<file path="src/rtl/core/humidity_temp_frame_decoder_macros.svh">
// Assertion macros for the humidity and temperature frame decoder.
// Used by humidity_temp_frame_decoder.sv; no other dependencies.
`ifndef HUMIDITY_TEMP_FRAME_DECODER_MACROS_SVH
`define HUMIDITY_TEMP_FRAME_DECODER_MACROS_SVH

`ifndef SYNTHESIS
`define HTFD_ASSERT(name, clk, rstn, prop) \
    name: assert property (@(posedge clk) disable iff (!(rstn)) (prop)) \
        else $error("htfd assertion failed");
`define HTFD_ASSERT_ALWAYS(name, clk, prop) \
    name: assert property (@(posedge clk) (prop)) \
        else $error("htfd assertion failed");
`else
`define HTFD_ASSERT(name, clk, rstn, prop)
`define HTFD_ASSERT_ALWAYS(name, clk, prop)
`endif

`endif

</file>
<file path="src/rtl/core/htfd_pkg.sv">
// Constants and the CRC-8 byte step for the humidity and temperature decoder.
// No dependencies.
`timescale 1ns / 1ps

package htfd_pkg;

    localparam logic [7:0]         CRC_POLY   = 8'h31;
    localparam logic [7:0]         CRC_INIT   = 8'hFF;
    localparam logic [16:0]        FULL_SCALE = 17'd65535;
    localparam logic [15:0]        ROUND_BIAS = 16'd32767;
    localparam logic [14:0]        TEMP_SPAN  = 15'd17500;
    localparam logic [13:0]        HUM_SPAN   = 14'd10000;
    localparam logic signed [16:0] TEMP_BASE  = -17'sd4500;
    localparam logic signed [16:0] HUM_MAX    = 17'sd10000;

    localparam logic REG_TEMP_OFFSET = 1'b0;
    localparam logic REG_HUM_OFFSET  = 1'b1;

    // One byte of CRC-8, MSB first, no final xor.
    function automatic logic [7:0] crc8_byte(input logic [7:0] crc_in,
                                             input logic [7:0] data);
        logic [7:0] c;
        c = crc_in ^ data;
        for (int i = 0; i < 8; i++) begin
            if (c[7]) begin
                c = {c[6:0], 1'b0} ^ CRC_POLY;
            end else begin
                c = {c[6:0], 1'b0};
            end
        end
        return c;
    endfunction

endpackage

</file>
<file path="src/rtl/core/humidity_temp_frame_decoder.sv">
// Humidity and temperature frame decoder: top level, three-stage pipeline.
// Depends on htfd_pkg and humidity_temp_frame_decoder_macros.svh.
//
// Usage:
//   s_ channel: one request is one sensor frame (two raw words, two CRC bytes).
//   m_ channel: one result per request: temperature in 0.01 degC, humidity
//   in 0.01 %RH clipped to 0..10000, and check_error when either CRC byte
//   does not match.
//   APB port: register 0 (address 0) temp_offset, register 1 (address 4)
//   hum_offset; both signed, reset to zero; the user writes them only while
//   the block is idle, which the block itself does not enforce.
// Path: a request is registered in stage 1, then stage 2, then stage 3; m_valid is the stage 3 valid.
// Throughput: one request per cycle while m_ready is high; the stages are the
//   constant multiply with the first CRC byte, the reciprocal divide by 65535
//   with the second CRC byte, and the offset add with the clip.
// Stall: each stage holds while the one after it is full and stalled; s_ready
//   stays high while any bubble is left, so up to three requests are held.
// Reset: synchronous, active low; all stages empty, offsets zero.
`timescale 1ns / 1ps
`include "humidity_temp_frame_decoder_macros.svh"

module humidity_temp_frame_decoder
    import htfd_pkg::*;
(
    input  logic               aclk,
    input  logic               aresetn,

    input  logic               s_valid,
    output logic               s_ready,
    input  logic [15:0]        s_temp_raw,
    input  logic [7:0]         s_temp_check,
    input  logic [15:0]        s_hum_raw,
    input  logic [7:0]         s_hum_check,

    output logic               m_valid,
    input  logic               m_ready,
    output logic signed [15:0] m_temperature,
    output logic [13:0]        m_humidity,
    output logic               m_check_error,

    input  logic               psel,
    input  logic               penable,
    input  logic               pwrite,
    input  logic [2:0]         paddr,
    input  logic [31:0]        pwdata,
    output logic [31:0]        prdata,
    output logic               pready
);

    logic signed [13:0] temp_offset_reg;
    logic signed [14:0] hum_offset_reg;

    logic        v1_reg, v2_reg, v3_reg;
    logic        adv1, adv2, adv3;

    logic [30:0] t_prod1_reg;
    logic [29:0] h_prod1_reg;
    logic [7:0]  t_crc1_reg, h_crc1_reg;
    logic [7:0]  t_lo1_reg, h_lo1_reg;
    logic [7:0]  t_chk1_reg, h_chk1_reg;

    logic [14:0] t_q2_reg;
    logic [13:0] h_q2_reg;
    logic        err2_reg;

    logic signed [15:0] temperature_reg;
    logic [13:0]        humidity_reg;
    logic               check_error_reg;

    logic [30:0] t_n;
    logic [29:0] h_n;
    logic [16:0] t_r, h_r;
    logic [14:0] t_q;
    logic [13:0] h_q;
    logic        err_next;

    logic signed [16:0] t_sum, h_sum;
    logic [13:0]        h_clip;

    // APB
    assign pready = 1'b1;

    always_ff @(posedge aclk) begin
        if (!aresetn) begin
            temp_offset_reg <= '0;
            hum_offset_reg  <= '0;
        end else if (psel && penable && pwrite && pready) begin
            case (paddr[2])
                REG_TEMP_OFFSET: temp_offset_reg <= pwdata[13:0];
                REG_HUM_OFFSET:  hum_offset_reg  <= pwdata[14:0];
                default: ;
            endcase
        end
    end

    always_comb begin
        case (paddr[2])
            REG_TEMP_OFFSET: prdata = 32'(temp_offset_reg);
            REG_HUM_OFFSET:  prdata = 32'(hum_offset_reg);
            default:         prdata = '0;
        endcase
    end

    // Flow control
    assign adv3    = !v3_reg || m_ready;
    assign adv2    = !v2_reg || adv3;
    assign adv1    = !v1_reg || adv2;
    assign s_ready = adv1;

    always_ff @(posedge aclk) begin
        if (!aresetn) begin
            v1_reg <= 1'b0;
            v2_reg <= 1'b0;
            v3_reg <= 1'b0;
        end else begin
            if (adv1) begin
                v1_reg <= s_valid;
            end
            if (adv2) begin
                v2_reg <= v1_reg;
            end
            if (adv3) begin
                v3_reg <= v2_reg;
            end
        end
    end

    // Stage 1: scale by span, first CRC byte
    always_ff @(posedge aclk) begin
        if (adv1 && s_valid) begin
            t_prod1_reg <= 31'(s_temp_raw) * 31'(TEMP_SPAN);
            h_prod1_reg <= 30'(s_hum_raw) * 30'(HUM_SPAN);
            t_crc1_reg  <= crc8_byte(CRC_INIT, s_temp_raw[15:8]);
            h_crc1_reg  <= crc8_byte(CRC_INIT, s_hum_raw[15:8]);
            t_lo1_reg   <= s_temp_raw[7:0];
            h_lo1_reg   <= s_hum_raw[7:0];
            t_chk1_reg  <= s_temp_check;
            h_chk1_reg  <= s_hum_check;
        end
    end

    // Stage 2: round and divide by 65535, second CRC byte
    always_comb begin
        t_n = t_prod1_reg + 31'(ROUND_BIAS);
        h_n = h_prod1_reg + 30'(ROUND_BIAS);
        t_r = 17'(t_n[15:0]) + 17'(t_n[30:16]);
        h_r = 17'(h_n[15:0]) + 17'(h_n[29:16]);
        t_q = t_n[30:16] + 15'(t_r >= FULL_SCALE);
        h_q = h_n[29:16] + 14'(h_r >= FULL_SCALE);
        err_next = (crc8_byte(t_crc1_reg, t_lo1_reg) != t_chk1_reg) ||
                   (crc8_byte(h_crc1_reg, h_lo1_reg) != h_chk1_reg);
    end

    always_ff @(posedge aclk) begin
        if (adv2 && v1_reg) begin
            t_q2_reg <= t_q;
            h_q2_reg <= h_q;
            err2_reg <= err_next;
        end
    end

    // Stage 3: offsets and clip
    always_comb begin
        t_sum = $signed({2'b00, t_q2_reg}) + 17'(temp_offset_reg) + TEMP_BASE;
        h_sum = $signed({3'b000, h_q2_reg}) + 17'(hum_offset_reg);
        if (h_sum < 17'sd0) begin
            h_clip = '0;
        end else if (h_sum > HUM_MAX) begin
            h_clip = HUM_MAX[13:0];
        end else begin
            h_clip = h_sum[13:0];
        end
    end

    always_ff @(posedge aclk) begin
        if (adv3 && v2_reg) begin
            temperature_reg <= t_sum[15:0];
            humidity_reg    <= h_clip;
            check_error_reg <= err2_reg;
        end
    end

    assign m_valid       = v3_reg;
    assign m_temperature = temperature_reg;
    assign m_humidity    = humidity_reg;
    assign m_check_error = check_error_reg;

    `HTFD_ASSERT_ALWAYS(a_reset_empty, aclk, !aresetn |=> !m_valid)
    `HTFD_ASSERT(a_hum_range, aclk, aresetn, m_valid |-> (m_humidity <= HUM_MAX[13:0]))
    `HTFD_ASSERT(a_take_fills, aclk, aresetn, (s_valid && s_ready) |=> v1_reg)
    `HTFD_ASSERT(a_stall_holds, aclk, aresetn, (v1_reg && !adv2) |-> !s_ready)

endmodule

</file>
<file path="config.mk">
export PLATFORM = sky130hd
export DESIGN_NAME = humidity_temp_frame_decoder
export DESIGN_NICKNAME = d
export VERILOG_FILES = /design/src/rtl/core/htfd_pkg.sv /design/src/rtl/core/humidity_temp_frame_decoder.sv
export VERILOG_INCLUDE_DIRS = /design/src /design/src/rtl/core
export SDC_FILE = /design/constraint.sdc
export NUM_CORES = 1
export LEC_CHECK = 0
export BUFFER_PORTS_ARGS = -buffer_cell sky130_fd_sc_hd__buf_2
export CORE_MARGIN = 5
export CORE_UTILIZATION = 35
export DETAILED_ROUTE_END_ITERATION = 12
export PLACE_DENSITY = 0.62
export SETUP_SLACK_MARGIN = 0.1
export SYNTH_ARGS = -nofsm -noshare
export SYNTH_HDL_FRONTEND = slang
export SYNTH_SLANG_ARGS = --single-unit
</file>
<file path="constraint.sdc">
create_clock -name aclk -period 8.73 [get_ports aclk]
set_input_delay 0 -clock aclk [delete_from_list [all_inputs] [get_ports aclk]]
set_output_delay 0 -clock aclk [all_outputs]
set_load 0.03 [all_outputs]
</file>
### Yosys cells after proc, flatten, opt, wreduce, memory -nomap -nowiden

Cells that the tools add are included.

* output and inout bits: 66
* flip-flop bits (word level): 196
* word-level logic and storage cells: 139
* input port bits: 90

* multiply operators: 2
* reductions and logical operators: 15
* $add $sub $neg: 9
* order comparisons: 4
* mux-type cells: 48
* equality and inequality tests: 2
* bitwise operators: 37

Operators with widths (count)
* 6-bit 2-to-1 mux: 32
* 8-bit 2-to-1 mux: 14
* 3-bit NOT: 32
* 32-bit case mux with 2 select lines: 1
* 17-bit by 16-bit greater-or-equal comparator with 1-bit output (second input constant): 2
* 31-bit by 15-bit adder with 31-bit output (second input constant): 1
* 30-bit by 15-bit adder with 30-bit output (second input constant): 1
* 16-bit by 13-bit multiplier with 29-bit output (second input constant): 1
* 16-bit by 10-bit multiplier with 26-bit output (second input constant): 1
* 16-bit by 14-bit adder with 17-bit output: 1
* 16-bit by 15-bit adder with 17-bit output: 1
* 15-bit by 15-bit adder with 16-bit output: 1
* 16-bit by 14-bit adder with 16-bit output: 1
* 16-bit by 14-bit adder with 16-bit output (second input constant): 1
* 16-bit by 15-bit greater-than comparator with 1-bit output (second input constant): 1
* 16-bit by 1-bit less-than comparator with 1-bit output (second input constant): 1
* 8-bit inequality test: 2
* 8-bit NOT: 2
* 8-bit bitwise XOR: 2
* 15-bit by 1-bit adder with 15-bit output: 1
* 14-bit by 1-bit adder with 14-bit output: 1
* 14-bit 2-to-1 mux: 1
* 1-bit logical AND: 5
* 1-bit logical OR: 4
* other kinds (4): 7

### Logic depth before layout (Yosys ltp)

Gate-level depths: netlist of the first run.

* word-level depth: 26
* depth in mapped cells: 25
* depth with buffers taken out: 25

### Worst setup path after synthesis of the first run

Ideal clock, no wire load.

* path type: flip-flop to flip-flop
* start: reg v1_reg
* end: reg h_chk1_reg[0] (enable)
* library setup time: 0.613 ns
* arrival time: 5.646 ns
* buffers on the path: 0
* cell stages (with the launch flop): 2
* period minus slack after synthesis: 6.259 ns
* path slack: 2.471 ns
* data required time: 8.117 ns
* cell sequence: dfxtp_1 > a31oi_1

* word-level cells in the longest chain between the ends: 3

Ends and longest elaborated chain
* start, declared: RTL line humidity_temp_frame_decoder.sv:53 `logic v1_reg, v2_reg, v3_reg;`
* start signal, assigned: RTL line humidity_temp_frame_decoder.sv:117 `v1_reg <= s_valid;`
* 1-bit logical NOT: RTL line humidity_temp_frame_decoder.sv:107 `assign adv1 = !v1_reg || adv2;`
* 1-bit logical OR: RTL line humidity_temp_frame_decoder.sv:107
* 1-bit logical AND: RTL line humidity_temp_frame_decoder.sv:130 `if (adv1 && s_valid) begin`
* end signal, assigned: RTL line humidity_temp_frame_decoder.sv:138 `h_chk1_reg <= s_hum_check;`
* end, declared: RTL line humidity_temp_frame_decoder.sv:60 `logic [7:0] t_chk1_reg, h_chk1_reg;`

Every way passes these cells.
A chain may end at the register's enable or synchronous reset.

==> results of run 1 <==
## area by class of cell
class	count	area (um^2)
Clock inverter	13	161
Sequential cell	191	5420
Timing Repair Buffer	186	1180
Clock buffer	19	433
Inverter	309	1160
Multi-Input combinational cell	1251	10600
Tap cell	664	831
Fill cell	4815	29200
## kinds of logic (layout without fill, tap and decap cells)
kind of cell	after synthesis	in the layout
mux	9	9
compound gates	301	301
other cells	1	1
xor+xnor	206	206
flops	191	191
simple gates	409	409
buf+inv	344	527
fa+ha+maj	325	325
## what timing repair did
item	CTS	global route
hold endpoints to repair	65	0
hold buffers	49	0
buffers inserted	0	0
## cell usage after synthesis, types with 32 or more instances
cell      number
inv_1        308
a21oi_1       72
xnor2_1      143
o21ai_0       56
edfxtp_1     159
dfxtp_1       32
a21boi_0      33
xor2_1        63
fa_1          82
nand2_1      136
ha_1         243
nor2_1        99
## metal layers
| metal | GRT usage, % | share of wire (%) | vias to the layer above |
|---|---|---|---|
| li1 | - | - | 6408 |
| met1 | 19.5 | 49 | 5877 |
| met2 | 23.4 | 46 | 206 |
| met3 | 2.27 | 3.8 | 33 |
| met4 | 3.88 | 1.8 | 0 |
| met5 | 0 | 0 | - |
## path summary, 6_finish.rpt
| kind | cells after the start | slack, ns | endpoint |
|---|---|---|---|
| setup reg to reg | 24 | 1.71 | t_q2_reg[14]$_DFFE_PP_ |
| setup / recovery | 24 | 1.71 | t_q2_reg[14]$_DFFE_PP_ |
| hold reg to reg | 0 | 0.44 | m_check_error$_DFFE_PP_ |
| hold / removal | 2 | 0.05 | h_crc1_reg[5]$_DFFE_PP_ |
## per-stage QoR
stage / total power, W / setup WS [ns] / area [um^2] / hold slack, ns
after floorplan: 0.00388 / 2.47 / 17400 / 0.0989
after global placement: 0.00453 / 1.84 / 18700 / 0.178
after detailed placement: 0.00457 / 1.75 / 18700 / 0.179
after CTS: 0.00542 / 1.72 / 19800 / 0.0162
after global routing: 0.00591 / 1.11 / 19800 / 0.0454
final: 0.00537 / 1.71 / 19800 / 0.0494
## power by group
group | switching, W | leakage (nW) | internal, W | total [W]
clock network | 0.000345 | 0.290 | 0.000451 | 0.000797
registers | 0.000143 | 1.78 | 0.00131 | 0.00145
logic | 0.00178 | 6.89 | 0.00135 | 0.00313
total | 0.00226 | 8.96 | 0.00311 | 0.00537
## placed cells by master (no fill, tap or decap), types with 8 or more instances in the layout
master | synthesis | final
xor2_1 | 63 | 63
o21ai_0 | 56 | 56
nand4_1 | 12 | 12
nand2b_1 | 11 | 11
nor3_1 | 25 | 25
o21bai_1 | 17 | 17
a21boi_0 | 33 | 32
a31oi_1 | 10 | 9
nand2_1 | 136 | 136
or2_2 | 9 | 9
nand3_1 | 28 | 28
xnor2_1 | 143 | 143
a21oi_1 | 72 | 72
dlygate4sd3_1 | 0 | 49
o21a_1 | 14 | 14
mux2_2 | 8 | 8
edfxtp_1 | 159 | 159
clkbuf_16 | 0 | 17
fa_1 | 82 | 82
inv_1 | 308 | 308
nor2_1 | 99 | 99
buf_2 | 1 | 135
a21o_1 | 29 | 29
nor4_1 | 15 | 15
nor2b_1 | 18 | 17
ha_1 | 243 | 243
or3_1 | 13 | 13
dfxtp_1 | 32 | 32
and3_1 | 13 | 13
==> flow_metrics.tcl, run 1 <==
set metrics [dict create \
    status "finished, final reports clean" \
    io_pins 156 \
    drt_iter0_drc 589 \
    die_h_um 233 \
    netlist-cell-type-count 79 \
    fin_crit_ns 7.02 \
    r2r_start "t_lo1_reg[0]$_DFFE_PP_" \
    crit_slowest_cell "nor4b_1" \
    grt_pass1_wl_mm 62.6 \
    cts.sinks 191 \
    muxShareOfSynthArea_pct 0.576 \
    clkTransAtPathRegs_ns 0.07 \
    core_um2 49100 \
    vias 12500 \
    gr-total-overflow 0 \
    finalSetupViolCount 0 \
    synthXorXnorAreaFrac_pct 10.4 \
    vias_per_cell 4.76 \
    drv_cap 0 \
    skew_ns 0.0146 \
    first_global_vias 12500 \
    synth-compound-area-share_pct 11.8 \
    cts_resized 0 \
    netlist_instances 1786 \
    rows 81 \
    ir_drop_uv 139 \
    cp_max_fo 6 \
    synth-async-reset-ratio_pct 0 \
    yosysTopAreaCell "edfxtp_1" \
    synth_flop_cell "edfxtp_1" \
    seq_area_frac_synth_pct 31.2 \
    cp-end-kind "flop" \
    hp-class "input port to flop" \
    fin_nets 2371 \
    critical-path-top-delay-family "simple AND/OR/NAND/NOR gates" \
    dp_cells 2552 \
    cts_buffers 17 \
    worst_pin_slew_ns 1.08 \
    rsz0062_at_grt "false" \
    synthSimpleGateAreaFrac_pct 11.3 \
    drcViolationCount 0 \
    wire_per_inst_um 14.4 \
    fin_cells 2633 \
    finalSetupTns_ns 0 \
    synth_seq_cells 191 \
    track_usage_pct 14.2 \
    p_per_area_nw_per_um2 271 \
    first_pass_iters 5 \
    clock_tree.root_cell "clkbuf_16" \
    synth_area_per_cell_um2 9.73 \
    critical_path_class "flop to flop" \
    fp.dieW_um 233 \
    synthesis.area_um2 17400 \
    synthesis.nets 2201 \
    min_from "s_hum_raw[9]" \
    cp-start-kind "flop" \
    dp_hpwl_mm 31.5 \
    maxSlewViolCount 0 \
    timing.final.hold_violations 0 \
    cp.required_ns 8.91 \
    slew-limit-headroom_pct 27.5 \
    synth-adder-area-share_pct 27.0 \
    cp_num_buf_inv 1 \
    die_area_um2 54200 \
    initial_core_util_pct 35.4 \
    synth_top_area_share_pct 27.5 \
    htree_levels 4 \
    largest_reg_flops 28 \
    crit_top_cell "ha_1" \
    clockBufferDepth 2 \
    slowest_delay_ns 0.78 \
    diodes 0 \
    ant_nets 0 \
    antenna_found_initial 0 \
    clock_latency_ns 0.46 \
    drt-total-wl_mm 38.0 \
    syn2layout_area_growth_pct 14.0 \
    globalplace.congestion 0.868 \
    drive_gt1_share_pct 10.5 \
    period_share_pct 80.4 \
    ys_warn_count 0 \
    port-buffer-count 135 \
    cp.arrival_ns 7.20 \
    leakage_nw 8.96 \
    crit_chain "inv_1, ha_1, or4b_4, nor4_1, nor3b_1, xor2_1, ha_1, nor2b_1, o21a_1, o21ai_0, nand3b_1, a31oi_1, a21oi_1, nor2b_1, xnor2_1, nand4_1, o41ai_2, ha_1, nand2_1, nor4b_1, nand2_1, nor2_1, nand3_1, xnor2_1" \
    clock.fmax_mhz 142 \
    synth_area_leaders "edfxtp_1 27%, ha_1 18%, fa_1 9.5%, xnor2_1 7.2%, inv_1 6.7%" \
    final_core_util_pct 40.4 \
    cts_tree "done" \
    crit_start "t_lo1_reg[0]$_DFFE_PP_" \
    synth_top_family_by_area "adder cells" \
    grt_max_degree 84 \
    synth_edf_count 159 \
]
(Power assumes the default switching activity.)
==> run 2: changes to the inputs <==
Clock period 8.73 ns to 7.1 ns, I/O delays scaled along.
==> run 2 against run 1 <==
Effect of this change:
- critical path depth rose by 2
- core utilization rose by 0.072 points
- highest routed layer is now met5
- routed wire length increased by 0.94%
- first-iteration DRC count rose by 7.8%
- sequential power up 23%
- non-clock buffer count is 3 higher
- die area is the same
- register-to-register slack got worse by 0.78 ns
- largest power group unchanged
- clock power is 23% higher
==> flow_metrics.tcl, run 2 (same netlist as run 1, synthesis figures left out) <==
set metrics [dict create \
    status "finished, final reports clean" \
    fin_crit_ns 6.17 \
    drive_gt1_share_pct 10.7 \
    grt_pass1_wl_mm 63.3 \
    maxSlewViolCount 0 \
    hp-class "input port to flop" \
    first_pass_iters 5 \
    p_per_area_nw_per_um2 334 \
    drt-total-wl_mm 38.3 \
    skew_ns 0.0118 \
    largest_reg_flops 28 \
    cp-start-kind "flop" \
    pwr-share-comb_pct 58.3 \
    p_clk_share_pct 14.8 \
    dp_cells 2554 \
    cp.arrival_ns 6.38 \
    initial_core_util_pct 35.4 \
    fp.dieW_um 233 \
    drt_iter0_drc 635 \
    cp_num_buf_inv 3 \
    track_usage_pct 14.4 \
    p_seq_share_pct 26.9 \
    ir_drop_uv 159 \
    slew-limit-headroom_pct 26.5 \
    clockBufferDepth 2 \
    leakage_nw 8.99 \
    htree_levels 4 \
    crit_slowest_cell "or4b_4" \
    cts_buffers 17 \
    antenna_found_initial 1 \
    p_sw_w 0.00284 \
    period_share_pct 87.0 \
    core_um2 49100 \
    drcViolationCount 0 \
    io_pins 156 \
    globalplace.congestion 0.863 \
    seq_area_um2 5420 \
    critical_path_class "flop to flop" \
    p_sw_share_pct 42.9 \
    worst_pin_slew_ns 1.10 \
    grt_max_degree 90 \
    ant_nets 0 \
    port-buffer-count 135 \
    die_area_um2 54200 \
    finalSetupTns_ns 0 \
    cp-end-kind "flop" \
    multi_input_area_um2 10600 \
    final_cell_mix "308 x inv_1, 243 x ha_1, 159 x edfxtp_1" \
    post-route-cell-area_um2 19800 \
    internal_power_w 0.00379 \
    rows 81 \
    layout_commonest_cell "inv_1" \
    clock_latency_ns 0.47 \
    cts_tree "done" \
    cts.sinks 191 \
    clkTransAtPathRegs_ns 0.07 \
    vias_per_cell 4.75 \
    wire_per_inst_um 14.5 \
    syn2layout_area_growth_pct 14.2 \
    crit_top_cell "ha_1" \
    clock_tree.root_cell "clkbuf_16" \
    fillCellCount 4786 \
    fin_cells 2637 \
    gr-total-overflow 0 \
    vias 12500 \
    cp.required_ns 7.31 \
    place_area_um2 18700 \
    slowest_delay_ns 0.52 \
    dp_hpwl_mm 31.6 \
    drv_cap 0 \
    first_global_vias 12500 \
    r2r_slack_ns 0.93 \
    clock.fmax_mhz 162 \
    critical-path-top-delay-family "simple AND/OR/NAND/NOR gates" \
    finalSetupViolCount 0 \
    rsz0062_at_grt "false" \
    die_h_um 233 \
    timing.final.hold_violations 0 \
    cp_max_fo 6 \
    fin_nets 2374 \
]
[run 2: cell count changes in the layout (fill, tap and decap cells not counted), sizes merged]
cell         previous run  this run
diode                   0         1
buf                   137       139
clkinv                  6         2
clkinvlp                1         0
inv                   312       319
bufinv                  3         1
dlygate4sd3            49        50
[run 2: power groups by stage]
stage | logic [W] | registers (W) | clock network (W)
detailed placement | 0.00384 | 0.00181 | 0
floorplan | 0.00300 | 0.00178 | 0
CTS | 0.00390 | 0.00178 | 0.00101
finish | 0.00387 | 0.00178 | 0.000982
global route | 0.00440 | 0.00181 | 0.00106
global placement | 0.00377 | 0.00180 | 0
[run 2: metrics by stage]
step	total power, W	setup WS, ns	util (%)	hold WS (ns)
floorplan	0.00477	0.841	-	0.0989
global placement	0.00557	1.04	38.2	0.180
detailed placement	0.00565	0.929	38.2	0.179
CTS	0.00669	0.924	40.4	0.0192
global route	0.00727	0.355	40.4	0.0506
finish	0.00664	0.926	40.4	0.0400
[run 2: area by class of cell]
cell class / count / share of cell area (%)
inverters: 309 / 5.85
well taps: 664 / 4.19
diodes: 1 / 0.0126
multi-input cells: 1251 / 53.5
clock buffers: 19 / 2.40
clock inverters: 13 / 0.637
flip-flops and latches: 191 / 27.3
repair buffers: 189 / 6.08
[run 2: worst paths after layout]
check                                   from                         endpoint  cells past startpoint
max reg2reg           t_lo1_reg[0]$_DFFE_PP_           t_q2_reg[14]$_DFFE_PP_                     26
min reg2reg  temp_offset_reg[2]$_SDFFE_PN0P_  temp_offset_reg[2]$_SDFFE_PN0P_                      2
min                             s_hum_raw[9]          h_crc1_reg[5]$_DFFE_PP_                      2
max                   t_lo1_reg[0]$_DFFE_PP_           t_q2_reg[14]$_DFFE_PP_                     26
[run 2: repair_timing]
item	4_1_cts	5_1_grt
hold buffers	50	0
gates resized for setup	0	0
buffers inserted	0	0
hold endpoints to repair	75	0
[run 2: per-layer routing]
metal | track usage [%] | part of all wire, %
met3 | 2.48 | 3.8
met5 | 0 | 0.034
met2 | 24.0 | 46
met4 | 3.12 | 1.0
met1 | 19.7 | 49
[run 2: worst register-to-register path: stages (launching register included)]
cell and delay (ns):
edfxtp_1 0.44, inv_1 0.12, ha_1 0.21, or4b_4 0.52, nor4_1 0.29, buf_4 0.18
nor3b_1 0.05, xor2_1 0.31, ha_1 0.34, nor2b_1 0.15, o21a_1 0.17, o21ai_0 0.24
nand3b_1 0.15, a31oi_1 0.15, a21oi_1 0.23, nor2b_1 0.19, xnor2_1 0.14, nand4_1 0.13
o41ai_2 0.43, ha_1 0.24, nand2_1 0.10, nor4b_1 0.31, buf_4 0.19, nand2_1 0.10
nor2_1 0.24, nand3_1 0.13, xnor2_1 0.15
==> run 3: changes to the inputs <==
Clock period 7.1 ns to 7.7 ns, I/O delays scaled along.
==> run 3 against run 2 <==
Effect of this change:
- maximum frequency down 5.7%
- routed wire length fell by 1.1%
- cell count is 0.11% lower
- clock power decreased by 13%
- sequential cell count unchanged
- critical path depth did not move
- critical path type unchanged
- critical endpoint unchanged
- largest cell class unchanged
- largest power group unchanged
==> flow_metrics.tcl, run 3 (same netlist as run 1, synthesis figures left out) <==
set metrics [dict create \
    status "finished, final reports clean" \
    dp_cells 2553 \
    htree_levels 4 \
    worst_pin_slew_ns 1.12 \
    rsz0062_at_grt "false" \
    ir_drop_uv 145 \
    layout_commonest_cell "inv_1" \
    cp-end-kind "flop" \
    port-buffer-count 135 \
    cp-start-kind "flop" \
    initial_core_util_pct 35.4 \
    pwr-share-comb_pct 58.6 \
    grt_pass1_wl_mm 62.5 \
    ant_nets 0 \
    r2r-end "t_q2_reg[14]$_DFFE_PP_" \
    drv_cap 0 \
    fp.dieW_um 233 \
    track_usage_pct 14.1 \
    antenna_found_initial 1 \
    cts_tree "done" \
    hold_path_depth 2 \
    cp.arrival_ns 6.74 \
    clockBufferDepth 2 \
    leakage_nw 8.94 \
    p_seq_share_pct 27.3 \
    die_h_um 233 \
    period_share_pct 85.0 \
    p_clk_share_pct 14.2 \
    rows 81 \
    top_usage_layer "met2" \
    use_met3_pct 2.31 \
    cts.sinks 191 \
    r2r_start "t_lo1_reg[0]$_DFFE_PP_" \
    slew-limit-headroom_pct 25.3 \
    vias_per_cell 4.71 \
    dp_hpwl_mm 31.4 \
    cp.required_ns 7.89 \
    clkTransAtPathRegs_ns 0.07 \
    fillCellCount 4863 \
    drive_gt1_share_pct 10.7 \
    drt-total-wl_mm 37.9 \
    hp-class "input port to flop" \
    timing.final.hold_violations 0 \
    first_pass_iters 5 \
    die_area_um2 54200 \
    grt_max_degree 89 \
    first_global_vias 12500 \
    clock.fmax_mhz 153 \
    largest_reg_flops 28 \
    critical_path_class "flop to flop" \
    ff2ff_path_depth 26 \
    internal_power_w 0.00344 \
    cp_max_fo 6 \
    wire_per_inst_um 14.4 \
    fin_cells 2634 \
    finalSetupTns_ns 0 \
    p_total_w 0.00604 \
    gr-total-overflow 0 \
    p_per_area_nw_per_um2 305 \
    finalSetupViolCount 0 \
    use_met1_pct 19.3 \
    io_pins 156 \
    fin_crit_ns 6.55 \
    drcViolationCount 0 \
    p_sw_w 0.00260 \
    drt_iter0_drc 629 \
    p_sw_share_pct 43.0 \
    cts_buffers 17 \
    whs_endpoint "h_crc1_reg[5]$_DFFE_PP_" \
    min_from "s_hum_raw[9]" \
    post_cts_buffers 0 \
    maxSlewViolCount 0 \
    clock_latency_ns 0.45 \
    core_um2 49100 \
    globalplace.congestion 0.860 \
    final_cell_mix "308 x inv_1, 243 x ha_1, 159 x edfxtp_1" \
    vias 12400 \
    grtUsageMet2_pct 23.7 \
    skew_ns 0.00834 \
    syn2layout_area_growth_pct 14.0 \
    r2r_slack_ns 1.15 \
    fin_nets 2372 \
    clock_tree.root_cell "clkbuf_16" \
    cts_resized 0 \
    diodes 0 \
]
==> run 3: area by class of cell <==
type                    count  area (um^2)  area share [%]
well taps                 664          831            4.20
clock buffers              17          425            2.15
multi-input cells        1251        10600            53.7
flip-flops and latches    191         5420            27.4
inverters                 309         1160            5.86
repair buffers            187         1190            6.01
clock inverters            15          150           0.759
==> run 3: power by group through the flow <==
stage               sequential, W  clock, W  combinational, W
detailed placement        0.00167         0           0.00352
global placement          0.00166         0           0.00347
CTS                       0.00164  0.000885           0.00357
global route              0.00167  0.000917           0.00404
floorplan                 0.00164         0           0.00276
finish                    0.00165  0.000855           0.00354
==> run 3: metrics by stage <==
step           hold slack [ns]  util (%)  setup WS, ns  area [um^2]
4_1_cts                 0.0220      40.4          1.12        19800
3_3_place_gp             0.179      38.2          1.24        18700
5_1_grt                 0.0513      40.4         0.613        19800
6_report                0.0557      40.4          1.15        19800
2_1_floorplan           0.0989         -          1.44        17400
3_5_place_dp             0.179      38.2          1.17        18700
==> run 3: layer usage <==
layer / up-vias / wire length [um]
met1: 5797 / 18700
met3: 26 / 1260
met4: 2 / 507
met5: - / 7
li1: 6407 / -
met2: 178 / 17400
==> run 3: timing repair <==
| item | CTS | global route |
|---|---|---|
| hold endpoints to repair | 76 | 0 |
| setup endpoints to repair | 0 | 0 |
| hold buffers | 49 | 0 |
==> run 3: worst max-delay path, stage by stage, from the launching register on <==
cell and delay, ns:
edfxtp_1 0.46, inv_1 0.13, ha_1 0.20, or4b_4 0.53, nor4_1 0.68, nor2_1 0.25
nand3_1 0.16, xor2_1 0.27, inv_1 0.09, ha_1 0.39, nand2_1 0.09, nand2_1 0.05
a21o_1 0.17, a21oi_1 0.17, xor2_1 0.09, a2111oi_0 0.35, and3_1 0.22, nand4_1 0.12
o41ai_2 0.41, ha_1 0.24, nand2_1 0.10, nor4b_1 0.31, buf_4 0.20, nand2_1 0.09
nor2_1 0.24, nand3_1 0.12, xnor2_1 0.14
==> run 3: how the worst max path moves through the flow <==
| stage | end | start | slack, ns |
|---|---|---|---|
| final | t_q2_reg[14]$_DFFE_PP_ | t_lo1_reg[0]$_DFFE_PP_ | 1.15 |
| after detailed placement | t_q2_reg[14]$_DFFE_PP_ | t_lo1_reg[0]$_DFFE_PP_ | 1.17 |
| after global placement | t_q2_reg[14]$_DFFE_PP_ | t_lo1_reg[0]$_DFFE_PP_ | 1.24 |
| after floorplan | h_chk1_reg[0]$_DFFE_PP_ | v1_reg$_SDFFE_PN0N_ | 1.44 |
| after CTS | t_q2_reg[14]$_DFFE_PP_ | t_lo1_reg[0]$_DFFE_PP_ | 1.12 |
| after global routing | t_q2_reg[14]$_DFFE_PP_ | t_lo1_reg[0]$_DFFE_PP_ | 0.61 |
